<file path="src/sv/lcag_next_row.sv">
`default_nettype none

module lcag_next_row #(
   parameter int unsigned COLUMNS = 64
) (
   input  wire logic [COLUMNS-1:0] above,
   input  wire logic [COLUMNS-1:0] here,
   input  wire logic [COLUMNS-1:0] below,
   input  wire logic [COLUMNS-1:0] mask,
   output logic      [COLUMNS-1:0] fresh
);

   // dead border on both sides, inputs are already masked to the grid width
   logic [COLUMNS+1:0] above_pad;
   logic [COLUMNS+1:0] here_pad;
   logic [COLUMNS+1:0] below_pad;

   assign above_pad = {1'b0, above, 1'b0};
   assign here_pad  = {1'b0, here, 1'b0};
   assign below_pad = {1'b0, below, 1'b0};

   always_comb begin
      logic [3:0] n;
      fresh = '0;
      for (int c = 0; c < COLUMNS; c++) begin
         n = {3'b0, above_pad[c]} + {3'b0, above_pad[c+1]} + {3'b0, above_pad[c+2]}
           + {3'b0, here_pad[c]}  + {3'b0, here_pad[c+2]}
           + {3'b0, below_pad[c]} + {3'b0, below_pad[c+1]} + {3'b0, below_pad[c+2]};
         fresh[c] = mask[c] && ((n == 4'd3) || ((n == 4'd2) && here[c]));
      end
   end

endmodule

`default_nettype wire

</file>
<file path="config.mk">
export PLATFORM = sky130hd
export DESIGN_NAME = lcag_next_row
export DESIGN_NICKNAME = d
export VERILOG_FILES = /design/src/sv/lcag_next_row.sv
export SDC_FILE = /design/constraint.sdc
export NUM_CORES = 1
export LEC_CHECK = 0
export BUFFER_PORTS_ARGS = -buffer_cell sky130_fd_sc_hd__buf_2
export CORE_ASPECT_RATIO = 1.5
export CORE_MARGIN = 8
export CORE_UTILIZATION = 50
export DETAILED_ROUTE_END_ITERATION = 7
export GPL_ROUTABILITY_DRIVEN = 0
export PLACE_DENSITY = 0.76
export SETUP_SLACK_MARGIN = 0.2
export SLEW_MARGIN = 10
export SYNTH_ARGS = -nofsm -noshare
export SYNTH_HDL_FRONTEND = slang
export SYNTH_SLANG_ARGS = --single-unit
</file>
<file path="constraint.sdc">
create_clock -name vclk -period 8.26
set_input_delay 1.239 -clock vclk [all_inputs]
set_output_delay 1.239 -clock vclk [all_outputs]
set_load 0.05 [all_outputs]
</file>
Word-level counts from Yosys, hierarchy flattened

Cells that the tools add are included.

Add/sub/neg operators: 441
Equal/unequal tests: 128
Reduce and logical (&&, ||, !) cells: 192

Operators with widths:

| kind                 | number |
|---|---|
| $add A4 B1 Y4        | 252 |
| $eq A4 B2 Y1 const B | 128 |
| $add A3 B1 Y4        | 63 |
| $add A2 B1 Y3        | 63 |
| $logic_and A1 B1 Y1  | 128 |
| $add A1 B1 Y2        | 63 |
| $logic_or A1 B1 Y1   | 64 |

Register bits: 0
Output and inout bits: 64
Bits of input ports: 256
Word-level logic and storage cells: 761

Depth between registers and ports, before layout

Gate-level depths: netlist of the first run.

Depth in word-level cells: 11
Mapped depth: 10
Mapped depth without buffers: 10

Least setup slack after synthesis of the first run

OpenSTA, ideal clock, no wires.

Path type: in2out
From: input port above[19]
To: output port fresh[20]
Setup slack: 2.620 ns
Stages: 9
Buffers on the path: 0
Required time: 7.021 ns
Arrival time: 4.401 ns
Cell sequence: inv_1 > fa_1 > fa_1 > fa_1 > inv_1 > ha_1 > fa_1 > or2_2 > a21oi_1

Cells in the longest elaborated chain, start to end: 11
Elaborated cells on any way between the ends: 12
Those cells by class: 7 x add/sub; 2 x eq/ne; 3 x reduce/logical

Ends and longest elaborated chain:

| what                           | line | text |
|---|---|---|
| start: declaration             | 6    | `input wire logic [COLUMNS-1:0] above,` |
| $add A1 B1 Y2 (*)              | 26   | `n = {3'b0, above_pad[c]} + {3'b0, above_pad[c+1]} + {3'b0, above_pad[c+2]}` |
| $add A2 B1 Y3 (*)              | 26   |  |
| $add A3 B1 Y4 (*)              | 27   | `+ {3'b0, here_pad[c]} + {3'b0, here_pad[c+2]}` |
| $add A4 B1 Y4 (*)              | 27   |  |
| $add A4 B1 Y4 (*) (3 in a row) | 28   | `+ {3'b0, below_pad[c]} + {3'b0, below_pad[c+1]} + {3'b0, below_pad[c+2]};` |
| $eq A4 B2 Y1                   | 29   | `fresh[c] = mask[c] && ((n == 4'd3) \|\| ((n == 4'd2) && here[c]));` |
| $logic_and A1 B1 Y1            | 29   |  |
| $logic_or A1 B1 Y1 (*)         | 29   |  |
| $logic_and A1 B1 Y1 (*)        | 29   |  |
| end: declaration               | 10   | `output logic [COLUMNS-1:0] fresh` |

Every way passes the cells marked *; elsewhere a longest branch is shown, timed or not.

Worst setup path after layout of the first run

From: input port above[39]
To: output port fresh[40]

Same word-level chain as after synthesis.

==> results of run 1 <==
## worst max path at each step
| stage | start | to | slack (ns) | cells after the start |
|---|---|---|---|---|
| finish | above[39] | fresh[40] | 2.62 | 11 |
| global route | above[27] | fresh[28] | 2.42 | 11 |
| CTS | above[27] | fresh[28] | 2.59 | 11 |
| detailed placement | above[27] | fresh[28] | 2.60 | 11 |
| global placement | above[27] | fresh[28] | 2.60 | 11 |
| floorplan | above[19] | fresh[20] | 2.62 | 9 |
## area by class of cell
cell class	instances	area, µm²	share of cell area [%]
well taps	272	340	2.65
multi-input cells	755	9230	71.9
diodes	4	10.0	0.0779
repair buffers	320	1600	12.5
inverters	443	1660	12.9
## tightest hold or removal path, stage by stage
cell	delay (ns)
buf_2	0.09
nand2_1	0.06
a211oi_1	0.04
buf_2	0.20
## power groups by stage
stage | Sequential (µW) | Clock [µW] | Combinational, µW
finish | 0 | 0.0000649 | 1640
global route | 0 | 0.0000648 | 1910
CTS | 0 | 0 | 1670
detailed placement | 0 | 0 | 1660
global placement | 0 | 0 | 1580
floorplan | 0 | 0 | 1240
## layer usage
metal  track usage, %  vias up
met5                0        -
met4             4.53        2
met3             1.78       42
met2             37.2      280
met1             21.8     4282
li1                 -     4305
## cell usage in the layout (no fill, tap or decap), types with 8 or more instances in the layout
cell type  synthesis  layout
inv_1            443     443
buf_2              0     320
fa_1             252     252
ha_1             188     188
a21oi_1          115     115
nand3_1           54      54
o211ai_1          54      54
or2_2             30      30
or2_0             16      16
nand2_1            9       9
or2_1              8       8
nand2b_1           8       8
## per-stage QoR
stage / util [%] / hold WS [ns] / power [µW]
3_3_place_gp: 59.6 / 2.86 / 1580
2_1_floorplan: - / 2.65 / 1240
5_1_grt: 59.6 / 2.90 / 1910
3_5_place_dp: 59.6 / 2.87 / 1660
4_1_cts: 59.6 / 2.87 / 1670
6_report: 59.6 / 2.87 / 1640
## cells by family after synthesis
kind of cell	Yosys count	share of synthesized area (%)
adders and majority gates	440	67.9
AOI/OAI and AO/OA	179	9.83
buffers and inverters	443	15.3
and+or+nand+nor	136	7.03
==> metrics.md, run 1 <==
| Metric | Value |
|---|---|
| Crit Path Category | in -> out |
| CP Launch Type | primary input |
| Detailed route wirelength on metal2 | 13800 µm |
| Setup repair bufs after CTS | 0 |
| Initial Utilization | 50.6% |
| Post-Syn Nets | 1894 |
| Setup TNS | 0 ns |
| Seq pwr share | 0% |
| Synth top cells by count | 443 x inv_1, 252 x fa_1, 188 x ha_1, 115 x a21oi_1 |
| Antenna Nets Post-Route | 0 |
| Worst-path maximum fanout | 2 |
| Measured slew at the worst slew-check pin | 0.311 ns |
| # DRC | 0 |
| Critical Path AT | 4.40 ns |
| Clk_buf instances | 0 |
| Worst slack, placed | 2.60 ns |
| Min cycle time layout | 5.64 ns |
| Sequential cell count | 0 |
| Post-placement cell count | 1790 |
| DP HPWL | 24800 µm |
| CP cell instances | buf_2, inv_1, fa_1, fa_1, fa_1, inv_1, ha_1, fa_1, or2_2, a21oi_1, buf_2 |
| Cells after synthesis | 1198 |
| WL/cell | 14.2 µm |
| Vias per cell | 4.97 |
| Placed Area | 12800 µm² |
| Worst setup EP type | output pin |
| Largest net degree at the start of global routing | 4 |
| PortBufs | 320 |
| Worst Hold Launch | mask[63] |
| Fin nets | 2216 |
| Final number of hold-violating endpoints | 0 |
| Synthesized area | 10900 µm² |
| First-pass GRT wire length | 43500 µm |
| Largest stage delay, worst path | 0.56 ns |
| Final instance area | 12800 µm² |
| FP Rows | 66 |
| Clock power share | 0% |
| Most area-consuming cells after synthesis | fa_1 46%, ha_1 22%, inv_1 15% |
| F_max | 177 MHz |
| Relative slew margins | 79.4% |
| CP Data Required Time | 7.02 ns |
| Max VDD drop | 0.0000954 V |
| Die height | 197 µm |
| Initial antenna violation count | 5 |
| WL final | 25500 µm |
| CP top delay family | adder cells |
| Fillers | 1906 |
| Fin crit share | 68.3% |
| Mapped Avg Cell Area | 9.10 µm² |
| Largest area contributor in the netlist | fa_1 |
| Die area | 26900 µm² |
| Outcome | complete, no violations |
| Synth warnings | 0 |
| Syn-to-layout area delta | 17.9% |
| Most numerous cell in the Yosys netlist | inv_1 |
| DRT Pass-1 Iters | 6 |
| Post-cts sizing count | 0 |
| Pwr per Cell Area | 128 nW/µm² |
| Setup violators final | 0 |
| Via count | 8911 |
| Die width | 137 µm |
| Starting DRT DRC Count | 178 |
| Net Switching | 983 µW |
| Register area | 0 µm² |
| Sequential area share after synthesis | 0% |
| Met3 Wirelength | 1600 µm |
| Grt ovf | 0 |
| Global-route usage over all layers | 19.2% |
| Core Box Area | 21600 µm² |
| Unrepaired setup endpoints after global routing | false |
| Top cell type's share of synthesized area | 46.3% |
| Number of global-route vias before repair | 10200 |
| Distinct cells, synth | 19 |
| Leakage | 0.00751 µW |
| Met1 Wirelength | 9420 µm |
| Top sig layer | met5 |
| Hold Path Sink | fresh[63] |
| Finished Layout Cells | 1794 |
| P_int | 660 µW |
| Combinational fraction of design power | 100.0% |
| Crit path buf inv count | 4 |
| Net Sw Frac | 59.8% |
| Final worst slack | 2.62 ns |
| Max Slew Vio Count | 0 |
| Hold buffers post-CTS | 0 |
| Layout cells sized above 1 | 23.2% |
| Worst Hold Depth | 4 |
| CP most frequent cell | fa_1 |
| Maxcap violations | 0 |
| # IOs | 320 |
| Hold crit path type | in -> out |
| CP max-delay cell | fa_1 |
Note: power is estimated with default switching activity, not from simulation.
==> run 2, diff against run 1 <==
- PLACE_DENSITY: 0.76 -> 0.79
- clock period: 8.26 -> 4.7 ns (I/O delays scaled with it)
==> metrics.md, run 2 (same netlist as run 1, synthesis figures left out) <==
| Metric | Value |
|---|---|
| Outcome | complete, no violations (unchanged) |
| Max Slew Vio Count | 0 (unchanged) |
| # IOs | 320 (unchanged) |
| # DRC | 0 (unchanged) |
| Clk_buf instances | 0 (unchanged) |
| Worst-path maximum fanout | 2 (unchanged) |
| Global-route usage over all layers | 19.4% (was 19.2%) |
| First-pass GRT wire length | 43900 µm (was 43500 µm) |
| Post-placement cell count | 1790 (unchanged) |
| Die height | 197 µm (unchanged) |
| Sequential cell count | 0 (unchanged) |
| CP startpoint | above[6] (was above[39]) |
| Crit Path Category | in -> out (unchanged) |
| Maxcap violations | 0 (unchanged) |
| Commonest non-fill, non-tap cell in the layout | inv_1 (unchanged) |
| Largest net degree at the start of global routing | 4 (unchanged) |
| Final number of hold-violating endpoints | 0 (unchanged) |
| Unrepaired setup endpoints after global routing | true (was false) |
| PortBufs | 320 (unchanged) |
| Hold crit path type | in -> out (unchanged) |
| Pwr per Cell Area | 228 nW/µm² (was 128 nW/µm²) |
| WL/cell | 14.4 µm (was 14.2 µm) |
| Antenna Nets Post-Route | 0 (unchanged) |
| DRT Pass-1 Iters | 5 (was 6) |
| FP Rows | 66 (unchanged) |
| Vias per cell | 4.95 (was 4.97) |
| Die area | 26900 µm² (unchanged) |
| Die width | 137 µm (unchanged) |
| Layout cells sized above 1 | 26.1% (was 23.2%) |
| Max VDD drop | 0.000150 V (was 0.0000954 V) |
| Setup violators final | 0 (unchanged) |
| Finished Layout Cells | 1800 (was 1794) |
| Fillers | 1872 (was 1906) |
| Setup TNS | 0 ns (unchanged) |
| CP Data Required Time | 3.99 ns (was 7.02 ns) |
| Relative slew margins | 80.4% (was 79.4%) |
| Min cycle time layout | 4.42 ns |
| Fin nets | 2216 (unchanged) |
| DP HPWL | 25100 µm (was 24800 µm) |
| Fin crit share | 94.0% |
| Grt ovf | 0 (unchanged) |
| Measured slew at the worst slew-check pin | 0.293 ns (was 0.311 ns) |
| Initial Utilization | 50.6% (unchanged) |
| Syn-to-layout area delta | 20.5% (was 17.9%) |
| Worst setup EP type | output pin (unchanged) |
| Multi-input gate area in the final layout | 9410 µm² (was 9230 µm²) |
| Critical Path AT | 3.71 ns (was 4.40 ns) |
| Worst Hold Depth | 4 (unchanged) |
| Leakage | 0.00750 µW (was 0.00751 µW) |
| Core Box Area | 21600 µm² (unchanged) |
| WL final | 25900 µm (was 25500 µm) |
| Commonest cells after routing, fill and taps aside | 443 x inv_1, 289 x buf_2, 252 x fa_1, 188 x ha_1, 71 x a21oi_1 (was 443 x inv_1, 320 x buf_2, 252 x fa_1, 188 x ha_1, 115 x a21oi_1) |
| Worst slack, placed | 0.205 ns (was 2.60 ns) |
| Number of global-route vias before repair | 10500 (was 10200) |
| Starting DRT DRC Count | 179 (was 178) |
| Worst Hold Launch | mask[0] (was mask[63]) |
| Via count | 8902 (was 8911) |
| CP Launch Type | primary input (unchanged) |
| Hold Path Sink | fresh[0] (was fresh[63]) |
| F_max | 226 MHz |
| Register area | 0 µm² (unchanged) |
| Initial antenna violation count | 11 (was 5) |
| Final worst slack | 0.283 ns (was 2.62 ns) |
| Setup repair bufs after CTS | 0 (unchanged) |
## run 2: worst max-delay path, stage by stage
cell and delay [ns]:
buf_2 0.09, inv_1 0.08, fa_1 0.57, fa_1 0.43, fa_1 0.49, inv_1 0.05, ha_1 0.20, fa_1 0.38
or2_1 0.21, a21oi_1 0.22, clkbuf_4 0.29
## run 2: area by class of cell
class	instances	area share [%]
tap	272	2.59
multi-input combinational	755	71.7
inverter	443	12.7
antenna	10	0.191
timing repair buffer	320	12.9
## run 2: report_power, final
group	switching, µW	internal (µW)
combinational	1780	1220
clock	0	0.000285
sequential	0	0
total	1780	1220
## run 2: worst max path at each step
stage	to	slack, ns	depth (start not counted)
detailed placement	fresh[30]	0.21	11
finish	fresh[7]	0.28	11
global placement	fresh[28]	0.22	11
global route	fresh[51]	0.18	11
floorplan	fresh[21]	0.20	9
CTS	fresh[51]	0.20	11
## run 2: per-layer routing
| metal | global-route usage [%] | share of wire (%) | vias to the layer above |
|---|---|---|---|
| li1 | - | - | 4317 |
| met1 | 20.9 | 35 | 4253 |
| met3 | 2.70 | 6.5 | 62 |
| met2 | 37.0 | 55 | 266 |
| met4 | 7.35 | 3.5 | 4 |
| met5 | 0 | 0.081 | - |
## run 2: per-stage QoR
step | utilization, % | instance area [µm²] | hold slack, ns | total power [µW]
after floorplan | - | 11100 | 1.58 | 2250
after global placement | 60.3 | 13000 | 1.79 | 2820
after detailed placement | 60.3 | 13000 | 1.80 | 2970
after CTS | 60.3 | 13000 | 1.80 | 3000
after global routing | 60.9 | 13100 | 1.82 | 3470
final | 60.9 | 13100 | 1.79 | 3000
## run 2: timing repair
action / 4_1_cts / 5_1_grt
setup endpoints to repair: 1 / 30
gates resized for setup: 1 / 52
endpoints found under the hold margin: 0 / 0
hold buffers: 0 / 0
cloned: 0 / 0
==> run 3, diff against run 2 <==
- ABC_AREA: not set -> 1
- PLACE_DENSITY: 0.79 -> 0.78
==> metrics.md, run 3 <==
| Metric | Value |
|---|---|
| Worst setup path endpoint | fresh[26] (was fresh[7]) |
| Cells after synthesis | 1570 (was 1198) |
| Die width | 141 µm (was 137 µm) |
| DP HPWL | 26500 µm (was 25100 µm) |
| Max Slew Vio Count | 0 (unchanged) |
| Commonest non-fill, non-tap cell in the layout | inv_1 (unchanged) |
| Min cycle time layout | 4.39 ns (was 4.42 ns) |
| Setup violators final | 0 (unchanged) |
| P_int | 1290 µW (was 1220 µW) |
| Vias per cell | 4.56 (was 4.95) |
| Most numerous cell in the Yosys netlist | inv_1 (unchanged) |
| CP startpoint | above[25] (was above[6]) |
| Combinational fraction of design power | 100.0% (about the same) |
| Measured slew at the worst slew-check pin | 0.262 ns (was 0.293 ns) |
| Synth warnings | 0 (unchanged) |
| Outcome | complete, no violations (unchanged) |
| WL/cell | 12.3 µm (was 14.4 µm) |
| Core Box Area | 23100 µm² (was 21600 µm²) |
| Syn-to-layout area delta | 19.3% (was 20.5%) |
| Setup TNS | 0 ns (unchanged) |
| FP Rows | 68 (was 66) |
| Seq pwr share | 0% (about the same) |
| Number of global-route vias before repair | 11200 (was 10500) |
| Top cell type's share of synthesized area | 43.0% (was 46.3%) |
| Global-route usage over all layers | 19.1% (was 19.4%) |
| Hold buffers post-CTS | 0 (unchanged) |
| Critical Path AT | 3.69 ns (was 3.71 ns) |
| DRT Pass-1 Iters | 4 (was 5) |
| Setup repair bufs after CTS | 0 (unchanged) |
| Sequential area share after synthesis | 0% (unchanged) |
| Worst-path maximum fanout | 2 (unchanged) |
| Fin crit share | 93.5% (was 94.0%) |
| PnR Total Power | 3280 µW (was 3000 µW) |
| Hold Slack | 1.79 ns (about the same) |
| Commonest cells after routing, fill and taps aside | 562 x inv_1, 274 x buf_2, 251 x fa_1, 248 x nand2_1, 229 x nor2_1 (was 443 x inv_1, 289 x buf_2, 252 x fa_1, 188 x ha_1, 71 x a21oi_1) |
| CP Data Required Time | 3.99 ns (about the same) |
| Maxcap violations | 0 (unchanged) |
| Initial Utilization | 50.8% (was 50.6%) |
| Register area | 0 µm² (unchanged) |
| Placed Area | 13700 µm² (was 13000 µm²) |
| # DRC | 0 (unchanged) |
| Clk_buf instances | 0 (unchanged) |
| Synth top cells by count | 568 x inv_1, 252 x fa_1, 249 x nand2_1, 248 x nor2_1, 188 x ha_1 (was 443 x inv_1, 252 x fa_1, 188 x ha_1, 115 x a21oi_1) |
| Mapped Avg Cell Area | 7.47 µm² (was 9.10 µm²) |
| CP Launch Type | primary input (unchanged) |
| Distinct cells, synth | 9 (was 19) |
| Fin nets | 2588 (was 2216) |
| Starting DRT DRC Count | 180 (was 179) |
| Layout cells sized above 1 | 18.4% (was 26.1%) |
| Crit Path Category | in -> out (unchanged) |
| Worst setup EP type | output pin (unchanged) |
| WL final | 27200 µm (was 25900 µm) |
| Clock power share | 0% (about the same) |
| Largest net degree at the start of global routing | 4 (unchanged) |
| Die height | 204 µm (was 197 µm) |
| Post-layout util | 60.7% (was 60.9%) |
| Pwr per Cell Area | 234 nW/µm² (was 228 nW/µm²) |
| Grt ovf | 0 (unchanged) |
| First-pass GRT wire length | 46900 µm (was 43900 µm) |
| # IOs | 320 (unchanged) |
| Antenna Nets Post-Route | 0 (unchanged) |
| Synthesized area | 11700 µm² (was 10900 µm²) |
| Net Sw Frac | 60.6% (was 59.4%) |
| Relative slew margins | 82.6% (was 80.4%) |
| Via count | 10100 (was 8902) |
| Max VDD drop | 0.000161 V (was 0.000150 V) |
| Largest area contributor in the netlist | fa_1 (unchanged) |
| PortBufs | 320 (unchanged) |
| Net Switching | 1990 µW (was 1780 µW) |
| Final instance area | 14000 µm² (was 13100 µm²) |
| Die area | 28700 µm² (was 26900 µm²) |
| Most area-consuming cells after synthesis | fa_1 43%, ha_1 20%, inv_1 18% (was fa_1 46%, ha_1 22%, inv_1 15%) |
| F_max | 228 MHz (was 226 MHz) |
| Sequential cell count | 0 (unchanged) |
| Post-Syn Nets | 2266 (was 1894) |
| Leakage | 0.00856 µW (was 0.00750 µW) |
| Unrepaired setup endpoints after global routing | true (unchanged) |
| Initial antenna violation count | 5 (was 11) |
| Final number of hold-violating endpoints | 0 (unchanged) |
| Hold crit path type | in -> out (unchanged) |
[run 3: cell types whose count changed after synthesis, moves of 16 or more]
cell | previous run | this run
a21oi_1 | 115 | 62
inv_1 | 443 | 568
nand2_1 | 9 | 249
nand3_1 | 54 | 1
nor2_1 | 2 | 248
o211ai_1 | 54 | 0
or2_0 | 16 | 0
or2_2 | 30 | 0
[run 3: worst min-delay path by stage]
stage	cells after the start	start	endpoint
floorplan	2	mask[63]	fresh[63]
global placement	4	mask[63]	fresh[63]
detailed placement	4	mask[63]	fresh[63]
CTS	4	mask[63]	fresh[63]
global route	4	mask[0]	fresh[0]
finish	4	mask[63]	fresh[63]
[run 3: cells by family after synthesis]
family | share of synthesized area (%)
compound gates | 2.71
fa+ha+maj | 63.1
buf+inv | 18.2
simple gates | 16.0
[run 3: metal layers]
metal | vias up | global-route usage, % | wire (µm)
met5 | - | 0 | 18
met1 | 4718 | 20.4 | 10300
met3 | 40 | 3.09 | 1510
li1 | 5047 | - | -
met4 | 4 | 4.01 | 540
met2 | 270 | 38.1 | 14800
[run 3: critical path, stage by stage]
cell     delay (ns)
buf_2          0.09
inv_1          0.08
fa_1           0.56
fa_1           0.43
fa_1           0.50
inv_1          0.05
ha_1           0.21
fa_1           0.48
nand2_1        0.05
nor2_1         0.09
nand2_1        0.05
nor2_1         0.12
buf_2          0.28
[run 3: power groups by stage]
stage | Clock [µW] | Combinational, µW | Sequential, µW
global placement | 0 | 3030 | 0
finish | 0.000114 | 3280 | 0
CTS | 0 | 3200 | 0
detailed placement | 0 | 3180 | 0
floorplan | 0 | 2410 | 0
global route | 0.0000855 | 3810 | 0
[run 3: area by class of cell]
class	instances	area [µm²]
diodes	4	10.0
fillers	2074	9070
inverters	568	2130
multi-input cells	1002	9650
well taps	315	394
repair buffers	320	1800
[run 3: through the flow]
step                      std cells  setup WS, ns
final                          2209         0.306
after global routing           2208         0.165
after CTS                      2205         0.205
after detailed placement       2205         0.166
after global placement         2205         0.198
after floorplan                1570         0.246
[run 3: timing repair]
action	CTS	global route
gates resized for setup	3	126
pin swaps	0	10
setup endpoints to repair	3	46
